**src/hdl/assert_macros.svh**
```systemverilog
// Assertion macros shared by the encoder RTL.
// Needs a clock named clock and a synchronous reset named reset in scope.
`ifndef ASSERT_MACROS_SVH
`define ASSERT_MACROS_SVH

// Same-cycle implication.
`define CPWE_ASSERT_IMP(label, ante, cons, msg) \
   label: assert property (@(posedge clock) disable iff (reset) (ante) |-> (cons)) \
      else $error(msg);

// Next-cycle implication.
`define CPWE_ASSERT_NXT(label, ante, cons, msg) \
   label: assert property (@(posedge clock) disable iff (reset) (ante) |=> (cons)) \
      else $error(msg);

`endif

```
**src/hdl/cpwe_pkg.sv**
```systemverilog
// Package for the cassette pulse width encoder: codes, sizes and shared types.
// No dependencies; used by cpwe_pulse_fetch and cassette_pulse_width_encoder.
`timescale 1ns / 1ps

package cpwe_pkg;

   localparam int COUNT_BITS = 16;
   localparam int OP_W       = 3;
   localparam int VALUE_W    = 16;
   localparam int LEN_W      = 8;
   localparam int SEQ_LEN    = 18;
   localparam int POS_W      = 5;
   localparam int CSR_ADDR_W = 5;
   localparam int CSR_DATA_W = 32;
   localparam int ONES_W     = 4;

   localparam logic [OP_W-1:0] OP_TICK = 3'd0;
   localparam logic [OP_W-1:0] OP_BYTE = 3'd1;
   localparam logic [OP_W-1:0] OP_GAP  = 3'd2;
   localparam logic [OP_W-1:0] OP_MARK = 3'd3;
   localparam logic [OP_W-1:0] OP_CSUM = 3'd4;

   localparam logic [2:0] REG_LONG_HIGH  = 3'd0;
   localparam logic [2:0] REG_LONG_LOW   = 3'd1;
   localparam logic [2:0] REG_SHORT_HIGH = 3'd2;
   localparam logic [2:0] REG_SHORT_LOW  = 3'd3;
   localparam logic [2:0] REG_POLARITY   = 3'd4;

   localparam logic [LEN_W-1:0] RESET_LONG_LEN  = 8'd21;
   localparam logic [LEN_W-1:0] RESET_SHORT_LEN = 8'd11;

   localparam logic [7:0] LEVEL_FIRST  = 8'h30;
   localparam logic [7:0] LEVEL_SECOND = 8'hd0;

   localparam logic [POS_W-1:0] BYTE_PULSES = 5'd9;
   localparam logic [POS_W-1:0] CSUM_PULSES = 5'd18;

   localparam logic [1:0] STAGE_LEAD  = 2'd0;
   localparam logic [1:0] STAGE_SHORT = 2'd1;
   localparam logic [1:0] STAGE_TAIL  = 2'd2;

   localparam logic [VALUE_W-1:0] TAIL_PULSES = 16'd2;

   typedef enum logic [2:0] {
      KIND_IDLE = 3'b001,
      KIND_SEQ  = 3'b010,
      KIND_RUN  = 3'b100
   } kind_type;

   typedef struct packed {
      logic               is_seq;
      logic [SEQ_LEN-1:0] seq;
      logic [POS_W-1:0]   len;
      logic [POS_W-1:0]   pos;
      logic [1:0]         stage;
      logic [VALUE_W-1:0] run_left;
      logic [VALUE_W-1:0] mark_n;
      logic               mark;
   } fetch_req_type;

   typedef struct packed {
      logic               found;
      logic               is_long;
      logic [POS_W-1:0]   pos;
      logic [1:0]         stage;
      logic [VALUE_W-1:0] run_left;
   } fetch_rsp_type;

   typedef struct packed {
      logic              sample_valid;
      logic [7:0]        sample;
      logic              busy_res;
      logic              accepted;
      logic [ONES_W-1:0] ones_count;
   } rsp_type;

endpackage

```
**src/hdl/cpwe_pulse_fetch.sv**
```systemverilog
// Next-pulse finder: picks the next pulse that emits samples, skipping empty ones.
// Depends on cpwe_pkg.
`timescale 1ns / 1ps

module cpwe_pulse_fetch (
   input  cpwe_pkg::fetch_req_type fetch_req,
   input  logic                    long_ok,
   input  logic                    short_ok,
   output cpwe_pkg::fetch_rsp_type fetch_rsp
);

   logic [cpwe_pkg::SEQ_LEN-1:0] cand;
   logic [cpwe_pkg::POS_W-1:0]   first;
   logic                         lead_go;
   logic                         short_go;
   logic                         tail_go;
   logic [cpwe_pkg::VALUE_W-1:0] short_cnt;
   logic [cpwe_pkg::VALUE_W-1:0] tail_cnt;

   always_comb begin
      for (int j = 0; j < cpwe_pkg::SEQ_LEN; j++) begin
         cand[j] = (cpwe_pkg::POS_W'(j) >= fetch_req.pos) &&
                   (cpwe_pkg::POS_W'(j) < fetch_req.len) &&
                   (fetch_req.seq[j] ? long_ok : short_ok);
      end
      first = '0;
      for (int j = cpwe_pkg::SEQ_LEN - 1; j >= 0; j--) begin
         if (cand[j]) begin
            first = cpwe_pkg::POS_W'(j);
         end
      end
   end

   always_comb begin
      short_cnt = (fetch_req.stage == cpwe_pkg::STAGE_SHORT) ? fetch_req.run_left
                                                             : fetch_req.mark_n;
      tail_cnt  = (fetch_req.stage == cpwe_pkg::STAGE_TAIL) ? fetch_req.run_left
                                                            : cpwe_pkg::TAIL_PULSES;
      lead_go   = (fetch_req.stage == cpwe_pkg::STAGE_LEAD) &&
                  (fetch_req.run_left != '0) && long_ok;
      short_go  = ((fetch_req.stage == cpwe_pkg::STAGE_LEAD) ||
                   (fetch_req.stage == cpwe_pkg::STAGE_SHORT)) &&
                  (short_cnt != '0) && short_ok;
      tail_go   = fetch_req.mark && (tail_cnt != '0) && long_ok;

      fetch_rsp.found    = 1'b0;
      fetch_rsp.is_long  = 1'b0;
      fetch_rsp.pos      = fetch_req.pos;
      fetch_rsp.stage    = fetch_req.stage;
      fetch_rsp.run_left = fetch_req.run_left;

      if (fetch_req.is_seq) begin
         fetch_rsp.found   = |cand;
         fetch_rsp.is_long = fetch_req.seq[first];
         fetch_rsp.pos     = first + 5'd1;
      end else if (lead_go) begin
         fetch_rsp.found    = 1'b1;
         fetch_rsp.is_long  = 1'b1;
         fetch_rsp.stage    = cpwe_pkg::STAGE_LEAD;
         fetch_rsp.run_left = fetch_req.run_left - 16'd1;
      end else if (short_go) begin
         fetch_rsp.found    = 1'b1;
         fetch_rsp.is_long  = 1'b0;
         fetch_rsp.stage    = cpwe_pkg::STAGE_SHORT;
         fetch_rsp.run_left = short_cnt - 16'd1;
      end else if (tail_go) begin
         fetch_rsp.found    = 1'b1;
         fetch_rsp.is_long  = 1'b1;
         fetch_rsp.stage    = cpwe_pkg::STAGE_TAIL;
         fetch_rsp.run_left = tail_cnt - 16'd1;
      end
   end

endmodule

```
**src/hdl/cassette_pulse_width_encoder.sv**
```systemverilog
// Cassette pulse width encoder top level: command decode, phase counters, result queue.
// Depends on cpwe_pkg, cpwe_pulse_fetch and assert_macros.svh.
//
//   port group | direction | handshake          | payload
//   req_       | in        | req_valid/req_stall | operation, value
//   rsp_       | out       | rsp_valid/rsp_stall | sample_valid, sample, busy_res,
//              |           |                     | accepted, ones_count
//   csr_       | in/out    | APB psel/penable    | four phase registers and polarity
//
// One item per cycle unless stalled; an item's result is registered in the next cycle.
// The phase counter and next-pulse finder settle a whole command step combinationally.
// A two-entry result queue (output register plus skid) sets req_stall; it is high while
// the skid entry is occupied, which only happens once rsp_stall holds the output register.
// Synchronous reset restores the CSRs, idles the command state and empties the queue.
`timescale 1ns / 1ps

`include "assert_macros.svh"

module cassette_pulse_width_encoder (
   input  logic                             clock,
   input  logic                             reset,
   input  logic                             req_valid,
   output logic                             req_stall,
   input  logic [cpwe_pkg::OP_W-1:0]        req_operation,
   input  logic [cpwe_pkg::VALUE_W-1:0]     req_value,
   output logic                             rsp_valid,
   input  logic                             rsp_stall,
   output logic                             rsp_sample_valid,
   output logic [7:0]                       rsp_sample,
   output logic                             rsp_busy_res,
   output logic                             rsp_accepted,
   output logic [cpwe_pkg::ONES_W-1:0]      rsp_ones_count,
   input  logic                             csr_psel,
   input  logic                             csr_penable,
   input  logic                             csr_pwrite,
   input  logic [cpwe_pkg::CSR_ADDR_W-1:0]  csr_paddr,
   input  logic [cpwe_pkg::CSR_DATA_W-1:0]  csr_pwdata,
   output logic [cpwe_pkg::CSR_DATA_W-1:0]  csr_prdata,
   output logic                             csr_pready
);

   // configuration
   logic [cpwe_pkg::LEN_W-1:0] long_high_ff;
   logic [cpwe_pkg::LEN_W-1:0] long_low_ff;
   logic [cpwe_pkg::LEN_W-1:0] short_high_ff;
   logic [cpwe_pkg::LEN_W-1:0] short_low_ff;
   logic                       polarity_ff;
   logic                       csr_write;
   logic [2:0]                 csr_index;

   // command state
   cpwe_pkg::kind_type           kind_ff, kind_in;
   logic [cpwe_pkg::SEQ_LEN-1:0] seq_ff, seq_in;
   logic [cpwe_pkg::POS_W-1:0]   len_ff, len_in;
   logic [cpwe_pkg::POS_W-1:0]   pos_ff, pos_in;
   logic [1:0]                   stage_ff, stage_in;
   logic [cpwe_pkg::VALUE_W-1:0] run_left_ff, run_left_in;
   logic [cpwe_pkg::VALUE_W-1:0] mark_n_ff, mark_n_in;
   logic                         mark_ff, mark_in;
   logic                         long_ff, long_in;
   logic                         second_ff, second_in;
   logic [cpwe_pkg::LEN_W-1:0]   phase_left_ff, phase_left_in;
   logic [cpwe_pkg::COUNT_BITS-1:0] total_ff, total_in;

   // result queue
   logic              out_valid_ff, out_valid_in;
   logic              skid_valid_ff, skid_valid_in;
   cpwe_pkg::rsp_type out_data_ff, out_data_in;
   cpwe_pkg::rsp_type skid_data_ff, skid_data_in;
   cpwe_pkg::rsp_type new_rsp;

   logic                         push;
   logic                         pop;
   logic                         is_cmd;
   logic                         tick_go;
   logic                         cmd_go;
   logic                         need_fetch;
   logic                         long_ok;
   logic                         short_ok;
   logic [cpwe_pkg::LEN_W-1:0]   low_len;
   logic [cpwe_pkg::LEN_W-1:0]   fetch_high;
   logic [cpwe_pkg::LEN_W-1:0]   fetch_low;
   logic [cpwe_pkg::LEN_W-1:0]   left_dec;
   logic [cpwe_pkg::ONES_W-1:0]  ones;
   cpwe_pkg::kind_type           init_kind;
   cpwe_pkg::fetch_req_type      init_req;
   cpwe_pkg::fetch_req_type      cur_req;
   cpwe_pkg::fetch_req_type      fetch_req;
   cpwe_pkg::fetch_rsp_type      fetch_rsp;

   // --- configuration port ---
   assign csr_pready = 1'b1;
   assign csr_write  = csr_psel && csr_penable && csr_pwrite && csr_pready;
   assign csr_index  = csr_paddr[4:2];

   always_comb begin
      case (csr_index)
         cpwe_pkg::REG_LONG_HIGH:  csr_prdata = {24'd0, long_high_ff};
         cpwe_pkg::REG_LONG_LOW:   csr_prdata = {24'd0, long_low_ff};
         cpwe_pkg::REG_SHORT_HIGH: csr_prdata = {24'd0, short_high_ff};
         cpwe_pkg::REG_SHORT_LOW:  csr_prdata = {24'd0, short_low_ff};
         cpwe_pkg::REG_POLARITY:   csr_prdata = {31'd0, polarity_ff};
         default:                  csr_prdata = '0;
      endcase
   end

   always_ff @(posedge clock) begin
      if (reset) begin
         long_high_ff  <= cpwe_pkg::RESET_LONG_LEN;
         long_low_ff   <= cpwe_pkg::RESET_LONG_LEN;
         short_high_ff <= cpwe_pkg::RESET_SHORT_LEN;
         short_low_ff  <= cpwe_pkg::RESET_SHORT_LEN;
         polarity_ff   <= 1'b0;
      end else if (csr_write) begin
         case (csr_index)
            cpwe_pkg::REG_LONG_HIGH:  long_high_ff  <= csr_pwdata[7:0];
            cpwe_pkg::REG_LONG_LOW:   long_low_ff   <= csr_pwdata[7:0];
            cpwe_pkg::REG_SHORT_HIGH: short_high_ff <= csr_pwdata[7:0];
            cpwe_pkg::REG_SHORT_LOW:  short_low_ff  <= csr_pwdata[7:0];
            cpwe_pkg::REG_POLARITY:   polarity_ff   <= csr_pwdata[0];
            default: ;
         endcase
      end
   end

   // --- item handshake ---
   assign req_stall = skid_valid_ff;
   assign push      = req_valid && !req_stall;
   assign pop       = out_valid_ff && !rsp_stall;

   assign is_cmd  = (req_operation == cpwe_pkg::OP_BYTE) || (req_operation == cpwe_pkg::OP_GAP) ||
                    (req_operation == cpwe_pkg::OP_MARK) || (req_operation == cpwe_pkg::OP_CSUM);
   assign tick_go = push && (req_operation == cpwe_pkg::OP_TICK) &&
                    (kind_ff != cpwe_pkg::KIND_IDLE);
   assign cmd_go  = push && is_cmd && (kind_ff == cpwe_pkg::KIND_IDLE);

   assign long_ok  = (long_high_ff != '0) || (long_low_ff != '0);
   assign short_ok = (short_high_ff != '0) || (short_low_ff != '0);

   // --- command load ---
   always_comb begin
      init_req          = '0;
      init_kind         = cpwe_pkg::KIND_RUN;
      init_req.run_left = req_value;
      init_req.mark_n   = req_value;
      init_req.stage    = cpwe_pkg::STAGE_SHORT;
      ones              = '0;
      for (int j = 0; j < 8; j++) begin
         ones = ones + cpwe_pkg::ONES_W'(req_value[j]);
      end
      case (req_operation)
         cpwe_pkg::OP_BYTE: begin
            init_kind       = cpwe_pkg::KIND_SEQ;
            init_req.is_seq = 1'b1;
            init_req.len    = cpwe_pkg::BYTE_PULSES;
            for (int j = 0; j < 8; j++) begin
               init_req.seq[j] = req_value[7-j];
            end
            init_req.seq[8] = 1'b1;
         end
         cpwe_pkg::OP_CSUM: begin
            init_kind       = cpwe_pkg::KIND_SEQ;
            init_req.is_seq = 1'b1;
            init_req.len    = cpwe_pkg::CSUM_PULSES;
            for (int j = 0; j < 8; j++) begin
               init_req.seq[j]   = req_value[15-j];
               init_req.seq[9+j] = req_value[7-j];
            end
            init_req.seq[8]  = 1'b1;
            init_req.seq[17] = 1'b1;
         end
         cpwe_pkg::OP_MARK: begin
            init_req.mark  = 1'b1;
            init_req.stage = cpwe_pkg::STAGE_LEAD;
         end
         default: ;
      endcase
   end

   always_comb begin
      cur_req.is_seq   = (kind_ff == cpwe_pkg::KIND_SEQ);
      cur_req.seq      = seq_ff;
      cur_req.len      = len_ff;
      cur_req.pos      = pos_ff;
      cur_req.stage    = stage_ff;
      cur_req.run_left = run_left_ff;
      cur_req.mark_n   = mark_n_ff;
      cur_req.mark     = mark_ff;
   end

   assign fetch_req = cmd_go ? init_req : cur_req;

   cpwe_pulse_fetch u_fetch (
      .fetch_req (fetch_req),
      .long_ok   (long_ok),
      .short_ok  (short_ok),
      .fetch_rsp (fetch_rsp)
   );

   // --- phase sequencing ---
   assign low_len    = long_ff ? long_low_ff : short_low_ff;
   assign fetch_high = fetch_rsp.is_long ? long_high_ff : short_high_ff;
   assign fetch_low  = fetch_rsp.is_long ? long_low_ff : short_low_ff;
   assign left_dec   = phase_left_ff - 8'd1;

   always_comb begin
      kind_in       = kind_ff;
      seq_in        = seq_ff;
      len_in        = len_ff;
      pos_in        = pos_ff;
      stage_in      = stage_ff;
      run_left_in   = run_left_ff;
      mark_n_in     = mark_n_ff;
      mark_in       = mark_ff;
      long_in       = long_ff;
      second_in     = second_ff;
      phase_left_in = phase_left_ff;
      total_in      = total_ff;
      need_fetch    = 1'b0;

      if (cmd_go) begin
         kind_in    = init_kind;
         seq_in     = init_req.seq;
         len_in     = init_req.len;
         mark_n_in  = init_req.mark_n;
         mark_in    = init_req.mark;
         need_fetch = 1'b1;
      end

      if (tick_go) begin
         total_in = total_ff + cpwe_pkg::COUNT_BITS'(1);
         if (left_dec != '0) begin
            phase_left_in = left_dec;
         end else if (!second_ff && (low_len != '0)) begin
            second_in     = 1'b1;
            phase_left_in = low_len;
         end else begin
            need_fetch = 1'b1;
         end
      end

      if (need_fetch) begin
         pos_in      = fetch_rsp.pos;
         stage_in    = fetch_rsp.stage;
         run_left_in = fetch_rsp.run_left;
         long_in     = fetch_rsp.is_long;
         if (!fetch_rsp.found) begin
            kind_in       = cpwe_pkg::KIND_IDLE;
            phase_left_in = '0;
         end else if (fetch_high != '0) begin
            second_in     = 1'b0;
            phase_left_in = fetch_high;
         end else begin
            second_in     = 1'b1;
            phase_left_in = fetch_low;
         end
      end
   end

   always_ff @(posedge clock) begin
      if (reset) begin
         kind_ff       <= cpwe_pkg::KIND_IDLE;
         phase_left_ff <= '0;
         total_ff      <= '0;
      end else begin
         kind_ff       <= kind_in;
         phase_left_ff <= phase_left_in;
         total_ff      <= total_in;
      end
      seq_ff      <= seq_in;
      len_ff      <= len_in;
      pos_ff      <= pos_in;
      stage_ff    <= stage_in;
      run_left_ff <= run_left_in;
      mark_n_ff   <= mark_n_in;
      mark_ff     <= mark_in;
      long_ff     <= long_in;
      second_ff   <= second_in;
   end

   // --- result queue ---
   always_comb begin
      new_rsp.sample_valid = tick_go;
      new_rsp.sample       = '0;
      if (tick_go) begin
         new_rsp.sample = (second_ff ^ polarity_ff) ? cpwe_pkg::LEVEL_SECOND
                                                    : cpwe_pkg::LEVEL_FIRST;
      end
      new_rsp.busy_res   = (kind_in != cpwe_pkg::KIND_IDLE);
      new_rsp.accepted   = cmd_go;
      new_rsp.ones_count = (cmd_go && (req_operation == cpwe_pkg::OP_BYTE)) ? ones : '0;
   end

   always_comb begin
      out_valid_in  = out_valid_ff && !pop;
      skid_valid_in = skid_valid_ff;
      out_data_in   = out_data_ff;
      skid_data_in  = skid_data_ff;
      if (skid_valid_ff && pop) begin
         out_valid_in  = 1'b1;
         out_data_in   = skid_data_ff;
         skid_valid_in = 1'b0;
      end
      if (push) begin
         if (!out_valid_ff || pop) begin
            out_valid_in = 1'b1;
            out_data_in  = new_rsp;
         end else begin
            skid_valid_in = 1'b1;
            skid_data_in  = new_rsp;
         end
      end
   end

   always_ff @(posedge clock) begin
      if (reset) begin
         out_valid_ff  <= 1'b0;
         skid_valid_ff <= 1'b0;
      end else begin
         out_valid_ff  <= out_valid_in;
         skid_valid_ff <= skid_valid_in;
      end
      out_data_ff  <= out_data_in;
      skid_data_ff <= skid_data_in;
   end

   assign rsp_valid        = out_valid_ff;
   assign rsp_sample_valid = out_data_ff.sample_valid;
   assign rsp_sample       = out_data_ff.sample;
   assign rsp_busy_res     = out_data_ff.busy_res;
   assign rsp_accepted     = out_data_ff.accepted;
   assign rsp_ones_count   = out_data_ff.ones_count;

   `CPWE_ASSERT_IMP(a_busy_has_samples, kind_ff != cpwe_pkg::KIND_IDLE, phase_left_ff != '0, "busy with empty phase")
   `CPWE_ASSERT_IMP(a_skid_behind_out, skid_valid_ff, out_valid_ff, "skid holds an item ahead of output")
   `CPWE_ASSERT_NXT(a_kind_moves_on_item, !push, $stable(kind_ff), "command state moved without an item")
   `CPWE_ASSERT_IMP(a_pos_in_range, kind_ff == cpwe_pkg::KIND_SEQ, pos_ff <= len_ff, "pulse pointer past end")

endmodule
```
**config.mk**
```make
export PLATFORM = sky130hd
export DESIGN_NAME = cassette_pulse_width_encoder
export DESIGN_NICKNAME = d
export VERILOG_FILES = /design/src/hdl/cpwe_pkg.sv /design/src/hdl/cpwe_pulse_fetch.sv /design/src/hdl/cassette_pulse_width_encoder.sv
export VERILOG_INCLUDE_DIRS = /design/src /design/src/hdl
export SDC_FILE = /design/constraint.sdc
export NUM_CORES = 1
export LEC_CHECK = 0
export BUFFER_PORTS_ARGS = -buffer_cell sky130_fd_sc_hd__clkbuf_2
export CORE_UTILIZATION = 40
export CTS_BUF_LIST = sky130_fd_sc_hd__clkbuf_8
export DETAILED_ROUTE_END_ITERATION = 6
export GPL_ROUTABILITY_DRIVEN = 0
export PLACE_DENSITY_LB_ADDON = 0.3
export SETUP_SLACK_MARGIN = 0.02
export SLEW_MARGIN = 20
export SYNTH_ARGS = -nofsm -noshare
export SYNTH_HDL_FRONTEND = slang
export SYNTH_SLANG_ARGS = --single-unit
```
**constraint.sdc**
```tcl
create_clock -name clock -period 7.56 [get_ports clock]
set_clock_uncertainty 0.2 [all_clocks]
set_input_delay 0.756 -clock clock [delete_from_list [all_inputs] [get_ports clock]]
set_output_delay 0.756 -clock clock [all_outputs]
set_load 0.01 [all_outputs]
```
After elaboration in Yosys (flattened, before gate mapping)

Index checks and enable logic that the tools add are counted.

Register bits: 141
Latch bits: 0
Bits in writable memories: 0
ROM bits: 0
Bits of input ports: 63
Output and inout bits: 50
Word-level logic and storage cells: 274
Memories kept: 0

Add/sub/neg operators: 12
Multipliers: 0
Div/mod/pow operators: 0
Magnitude comparators: 37
Eq/ne operators: 14
Shift-type cells: 0
Muxes and demuxes: 91
Bitwise logic cells: 2
Reduce and logical (&&, ||, !) cells: 90

Operators by type and width:

| kind                                                                  | number |
|---|---|
| 5-bit two-way mux                                                     | 19 |
| 8-bit two-way mux                                                     | 11 |
| 18-bit two-way mux                                                    | 4 |
| 64-bit two-way mux                                                    | 1 |
| 8-bit nonzero test                                                    | 7 |
| 1-bit logical AND                                                     | 54 |
| 16-bit nonzero test                                                   | 3 |
| 16-bit by 1-bit subtractor with 16-bit output (second input constant) | 3 |
| 15-bit two-way mux                                                    | 3 |
| 4-bit by 5-bit >= comparator with 1-bit output (first input constant) | 8 |
| 4-bit by 5-bit < comparator with 1-bit output (first input constant)  | 8 |
| 8-bit one-hot mux with 5 select lines                                 | 1 |
| 1-bit two-way mux                                                     | 38 |
| 16-bit two-way mux                                                    | 2 |
| 14-bit one-hot mux with 2 select lines                                | 1 |
| 3-bit by 5-bit >= comparator with 1-bit output (first input constant) | 4 |
| 3-bit by 5-bit < comparator with 1-bit output (first input constant)  | 4 |
| 18-bit OR reduction                                                   | 1 |
| 4-bit by 1-bit adder with 4-bit output                                | 4 |
| 3-bit by 2-bit == test with 1-bit output (second input constant)      | 5 |
| 2-bit AND reduction                                                   | 7 |
| 3-bit two-way mux                                                     | 4 |
| 1-bit by 5-bit >= comparator with 1-bit output (first input constant) | 2 |
| 2-bit by 5-bit >= comparator with 1-bit output (first input constant) | 2 |
| 28 further kinds                                                      | 50 |

Logic depth before layout (Yosys ltp)

Depth after elaboration: 36
Mapped depth: 23
Mapped depth without buffers: 16

By module

A second synthesis with hierarchy kept.

Cells, all modules: 1202
Area, all modules: 9779.4 um^2

Modules (own cells, without submodules):

| module                       | instances | cells each | area each (um^2) |
|---|---|---|---|
| cassette_pulse_width_encoder | 1         | 693        | 6677.7 |
| cpwe_pulse_fetch             | 1         | 509        | 3101.7 |

Worst setup path after synthesis

No wires, ideal clock.

Kind: in2reg
Start: in req_operation[2] (netlist name)
End: reg run_left_ff[12] (netlist name), data pin
Library setup time: 258 ps
Data arrival time: 6245 ps
Slack: 857 ps
Cell stages on the path: 21
Path buffers: 9
Cells stage by stage: buf_2 -> o21ai_1 -> nand4_4 -> inv_4 -> buf_4 -> buf_2 -> buf_1 -> clkbuf_1 -> clkbuf_1 -> clkbuf_1 -> o21a_1 -> ha_1 -> o311ai_1 -> a211oi_1 -> nand4b_1 -> o311a_1 -> clkbuf_1 -> buf_1 -> a211oi_1 -> a21oi_1 -> o221a_2

RTL lines:

| what                 | RTL line                            | text |
|---|---|---|
| start, declared      | cassette_pulse_width_encoder.sv:24  | `input logic [cpwe_pkg::OP_W-1:0] req_operation,` |
| end signal, assigned | cassette_pulse_width_encoder.sv:274 | `run_left_ff <= run_left_in;` |
| end, declared        | cassette_pulse_width_encoder.sv:57  | `logic [cpwe_pkg::VALUE_W-1:0] run_left_ff, run_left_in;` |

Worst setup path in the final report

Start: reg kind_ff[2]
End: reg phase_left_ff[7] (netlist name)

Word-level cells in the longest chain between the ends: 32
Elaborated cells between the ends (all ways): 149
Classes of those cells: order compare (36); eq/ne (5); mux (54); reduce/logical (54)

RTL lines:

| what                                                      | RTL line                                       | text |
|---|---|---|
| start, declared                                           | cassette_pulse_width_encoder.sv:52             | `cpwe_pkg::kind_type kind_ff, kind_in;` |
| start signal, assigned                                    | cassette_pulse_width_encoder.sv:262            | `kind_ff <= cpwe_pkg::KIND_IDLE;` |
| start signal, assigned                                    | cassette_pulse_width_encoder.sv:266            | `kind_ff <= kind_in;` |
| 3-bit by 1-bit == test with 1-bit output                  | cassette_pulse_width_encoder.sv:135            | `assign cmd_go = push && is_cmd && (kind_ff == cpwe_pkg::KIND_IDLE);` |
| 1-bit logical AND                                         | cassette_pulse_width_encoder.sv:135            |  |
| 64-bit two-way mux                                        | cassette_pulse_width_encoder.sv:191            | `assign fetch_req = cmd_go ? init_req : cur_req;` |
| 5-bit >= comparator or 5-bit < comparator (tied branches) | cpwe_pulse_fetch.sv:22, cpwe_pulse_fetch.sv:23 |  |
| 1-bit logical AND                                         | cpwe_pulse_fetch.sv:22                         | `cand[j] = (cpwe_pkg::POS_W'(j) >= fetch_req.pos) &&` |
| 1-bit logical AND                                         | cpwe_pulse_fetch.sv:23                         | `(cpwe_pkg::POS_W'(j) < fetch_req.len) &&` |
| 5-bit two-way mux (18 in series)                          | cpwe_pulse_fetch.sv:28                         | `if (cand[j]) begin` |
| 1-bit binary-select mux with 5-bit select                 | cpwe_pulse_fetch.sv:54                         | `fetch_rsp.is_long = fetch_req.seq[first];` |
| 1-bit two-way mux (implied by the code)                   | cpwe_pulse_fetch.sv:54                         |  |
| 2-bit two-way mux                                         | cpwe_pulse_fetch.sv:52                         | `if (fetch_req.is_seq) begin` |
| 8-bit two-way mux                                         | cassette_pulse_width_encoder.sv:202            | `assign fetch_high = fetch_rsp.is_long ? long_high_ff : short_high_ff;` |
| 8-bit nonzero test                                        | cassette_pulse_width_encoder.sv:250            | `end else if (fetch_high != '0) begin` |
| 8-bit two-way mux                                         | cassette_pulse_width_encoder.sv:250            |  |
| 8-bit two-way mux                                         | cassette_pulse_width_encoder.sv:247            | `if (!fetch_rsp.found) begin` |
| 8-bit two-way mux                                         | cassette_pulse_width_encoder.sv:242            | `if (need_fetch) begin` |
| end signal, assigned                                      | cassette_pulse_width_encoder.sv:267            | `phase_left_ff <= phase_left_in;` |
| end, declared                                             | cassette_pulse_width_encoder.sv:62             | `logic [cpwe_pkg::LEN_W-1:0] phase_left_ff, phase_left_in;` |

Several ways; a longest one is shown, not always the timed one. The select of a mux whose other input is x is not followed.
A chain may end at the register's enable or synchronous reset.

==> impl_metrics.py <==
metrics = {
    "drt": {
        "firstDrtPassIters": 5,
        "wl_per_cell_um": 20.1,
        "via_count": 9623,
        "drcViolationCount": 0,
        "vias_per_cell": 6.20,
        "drt_iter0_markers": 1020,
        "wirelength_um": 31200,
        "ant_nets": 0,
    },
    "synth": {
        "avgSynthCellArea_um2": 8.65,
        "yosysUniqueCellTypes": 111,
        "ys_warn_count": 0,
        "synth_ff_type": "edfxtp_1",
        "yosys_register_bits": 132,
        "synth_edf_count": 70,
        "synth-seq-area-share_pct": 32.5,
        "syn_area_um2": 10300,
        "synth_async_sr_flop_share_pct": 0,
        "netlist_instances": 1188,
    },
    "sta": {
        "clock.fmax_mhz": 168,
        "setup_viol": 0,
        "max-slew-margin-rel_pct": 33.4,
        "min_period_over_period_pct": 78.8,
        "drv_slew": 0,
        "hold_viol_final": 0,
        "rsz0062_at_grt": "false",
        "worst_slew_pin_slew_ns": 0.996,
        "setup_tns_ns": 0,
        "min_period_ns": 5.95,
    },
    "setup_path": {
        "crit_type": "register to register",
        "cp_max_fo": 54,
        "cp-end-kind": "register",
        "arrival_ns": 6.12,
        "startpoint_type": "register",
        "critPathTopFamily": "simple AND/OR/NAND/NOR gates",
        "crit_path_cell_trace": "buf_4 -> nor3b_2 -> nand4_4 -> inv_4 -> mux2i_1 -> ha_1 -> nand3b_1 -> o2111a_1 -> nor2_1 -> nand2_1 -> o211ai_1 -> or3_1 -> nand2b_1 -> o31a_4 -> o221ai_2",
        "worst-path-buf-inv": 2,
        "cp_slowest_cell": "nor3b_2",
        "cp.required_ns": 7.72,
        "max_stage_delay_ns": 0.71,
    },
    "clock_network": {
        "cts_tree": "done",
        "postCtsHoldBufs": 0,
        "clk_latency_ns": 0.47,
        "postCtsResizedCells": 0,
        "postCtsSetupBuffers": 0,
        "clock_sinks": 132,
        "clk_pin_slew_ns": 0.10,
        "htree_levels": 4,
        "cts_buffers": 17,
        "cts-root-buf": "clkbuf_8",
        "clk_path_buf_depth": 2,
    },
    "status": {
        "outcome": "completed",
    },
    "floorplanning": {
        "io_pins": 113,
        "rows": 58,
        "coreArea_um2": 25200,
        "die_area_um2": 26300,
        "die_x_um": 162,
        "initial_utilization_pct": 40.8,
        "die_y_um": 162,
    },
    "finish": {
        "instances_no_fill": 1551,
        "fin_nets": 1283,
        "areaGrowthSynthToFinish_pct": 7.81,
        "drive_gt1_share_pct": 14.5,
    },
    "flow_run": {
        "maxCapViolCount": 0,
    },
    "global_route": {
        "grt_start_max_net_pins": 55,
        "first_global_vias": 8951,
        "grt_use_total_pct": 23.8,
        "antenna_found_initial": 1,
        "overflow": 0,
        "grt_pass1_wl_um": 49100,
    },
    "power": {
        "powerDensity_nw_per_um2": 207,
        "p_leak_nw": 4.15,
        "vdd_drop_max_mv": 0.128,
    },
    "place": {
        "dp_cells": 1518,
        "dpl.hpwl_um": 21900,
        "portBuffers": 61,
    },
    "min_path": {
        "hold_path.class": "register to register",
    },
}
==> layer usage <==
| metal | share of wire, % | vias to the layer above | global-route usage (%) |
|---|---|---|---|
| li1 | - | 4470 | - |
| met1 | 44 | 4647 | 32.1 |
| met5 | 0 | - | 0 |
| met3 | 6.6 | 73 | 3.93 |
| met4 | 3.4 | 0 | 10.5 |
| met2 | 46 | 433 | 37.1 |
==> final timing paths <==
check / start / to / slack [ns] / cells past startpoint
setup / recovery: kind_ff[2] / phase_left_ff[7] / 1.61 / 15
setup reg to reg: kind_ff[2] / phase_left_ff[7] / 1.61 / 15
hold / removal: rsp_sample_valid / rsp_sample_valid / 0.26 / 2
hold reg to reg: rsp_sample_valid / rsp_sample_valid / 0.26 / 2
==> cell usage in the layout (no fill, tap or decap), drive strengths merged, types with 13 or more instances in the layout <==
cell type,synthesis,routed
xnor2,16,16
inv,31,42
o31ai,13,13
a21o,13,13
mux2i,67,67
nor2,108,108
dfxtp,62,62
edfxtp,70,70
nor2b,21,21
nor4,19,19
conb,2,25
a31oi,16,16
o211ai,23,23
nor3,48,48
nand3b,20,20
o21ai,63,63
a21oi,104,104
nand2,112,112
clkbuf,37,78
nand3,24,24
and2,17,17
a211o,16,16
==> flip-flops by register name, summed over array words and instances, names as in the netlist, 2 cells and up, named ones only <==
| register | count |
|---|---|
| long_high_ff | 8 |
| kind_ff | 3 |
| mark_n_ff | 16 |
| long_low_ff | 8 |
| pos_ff | 5 |
| short_high_ff | 8 |
| seq_ff | 18 |
| len_ff | 2 |
| stage_ff | 2 |
| rsp_sample | 8 |
| run_left_ff | 16 |
| skid_data_ff | 9 |
| phase_left_ff | 8 |
| rsp_ones_count | 4 |
| short_low_ff | 8 |
==> cells by family after synthesis <==
family | share of synthesized area, %
simple gates | 22.8
other cells | 0.0731
mux | 9.23
xor+xnor | 2.13
buf+inv | 6.25
compound gates | 25.0
fa+ha+maj | 1.88
flops | 32.5
==> power by group <==
part           leakage, nW  internal (mW)  switching (mW)  total [mW]
combinational         2.77          0.287           0.481       0.769
clock                0.212          0.283           0.366       0.649
sequential            1.16          0.825          0.0518       0.877
==> cell usage after synthesis, types with 7 or more instances <==
master	n	area, µm²
a211o_1	16	140
o31ai_1	11	82.6
nand2b_1	12	75.1
clkbuf_1	37	139
or2_2	8	50.1
nor2b_1	21	131
a21o_1	13	97.6
a221oi_1	10	87.6
dfxtp_1	62	1240
nor4_1	17	106
nand2_1	112	420
xor2_1	9	78.8
edfxtp_1	70	2100
a211oi_1	9	67.6
nand3_1	22	110
and3_1	8	50.1
ha_1	9	113
a21oi_1	103	515
buf_1	11	41.3
o211ai_1	16	120
inv_1	30	113
buf_2	16	80.1
nand3b_1	20	150
nor2_1	106	398
or3_1	8	50.1
nor3_1	45	225
o22ai_1	12	75.1
o211ai_2	7	87.6
o21ai_0	56	280
and2_1	17	106
mux4_2	7	158
xnor2_1	16	140
a31oi_1	16	100
nor3b_1	7	52.6
mux2i_1	67	671
buf_4	27	203
==> final cells by class <==
type                            count  area, µm²
Tap cell                          330        413
Inverter                           32        123
Multi-Input combinational cell    951       6380
Antenna cell                        1       2.50
Clock buffer                       17        234
Sequential cell                   132       3340
Timing Repair Buffer               73        395
Clock inverter                     15        180
Fill cell                        2485      14100
==> stage by stage <==
| step | area (µm²) | hold slack, ns | power (mW) | utilization (%) | setup WS [ns] |
|---|---|---|---|---|---|
| floorplan | 10400 | 0.279 | 1.46 | - | 0.857 |
| global route | 11100 | 0.270 | 2.41 | 44.0 | 1.27 |
| detailed placement | 10700 | 0.247 | 1.64 | 42.3 | 1.29 |
| CTS | 11100 | 0.259 | 2.29 | 44.0 | 1.74 |
| global placement | 10700 | 0.248 | 1.63 | 42.3 | 1.41 |
| finish | 11100 | 0.256 | 2.29 | 44.0 | 1.61 |
==> worst min-delay path, delay by kind of cell (launching register included) <==
kind,cells,cell delay (ns)
AND/OR/NAND/NOR,1,0.05
flip-flops,1,0.31
AO/OA/AOI/OAI,1,0.05
Power figures use the tool's default switching activity.
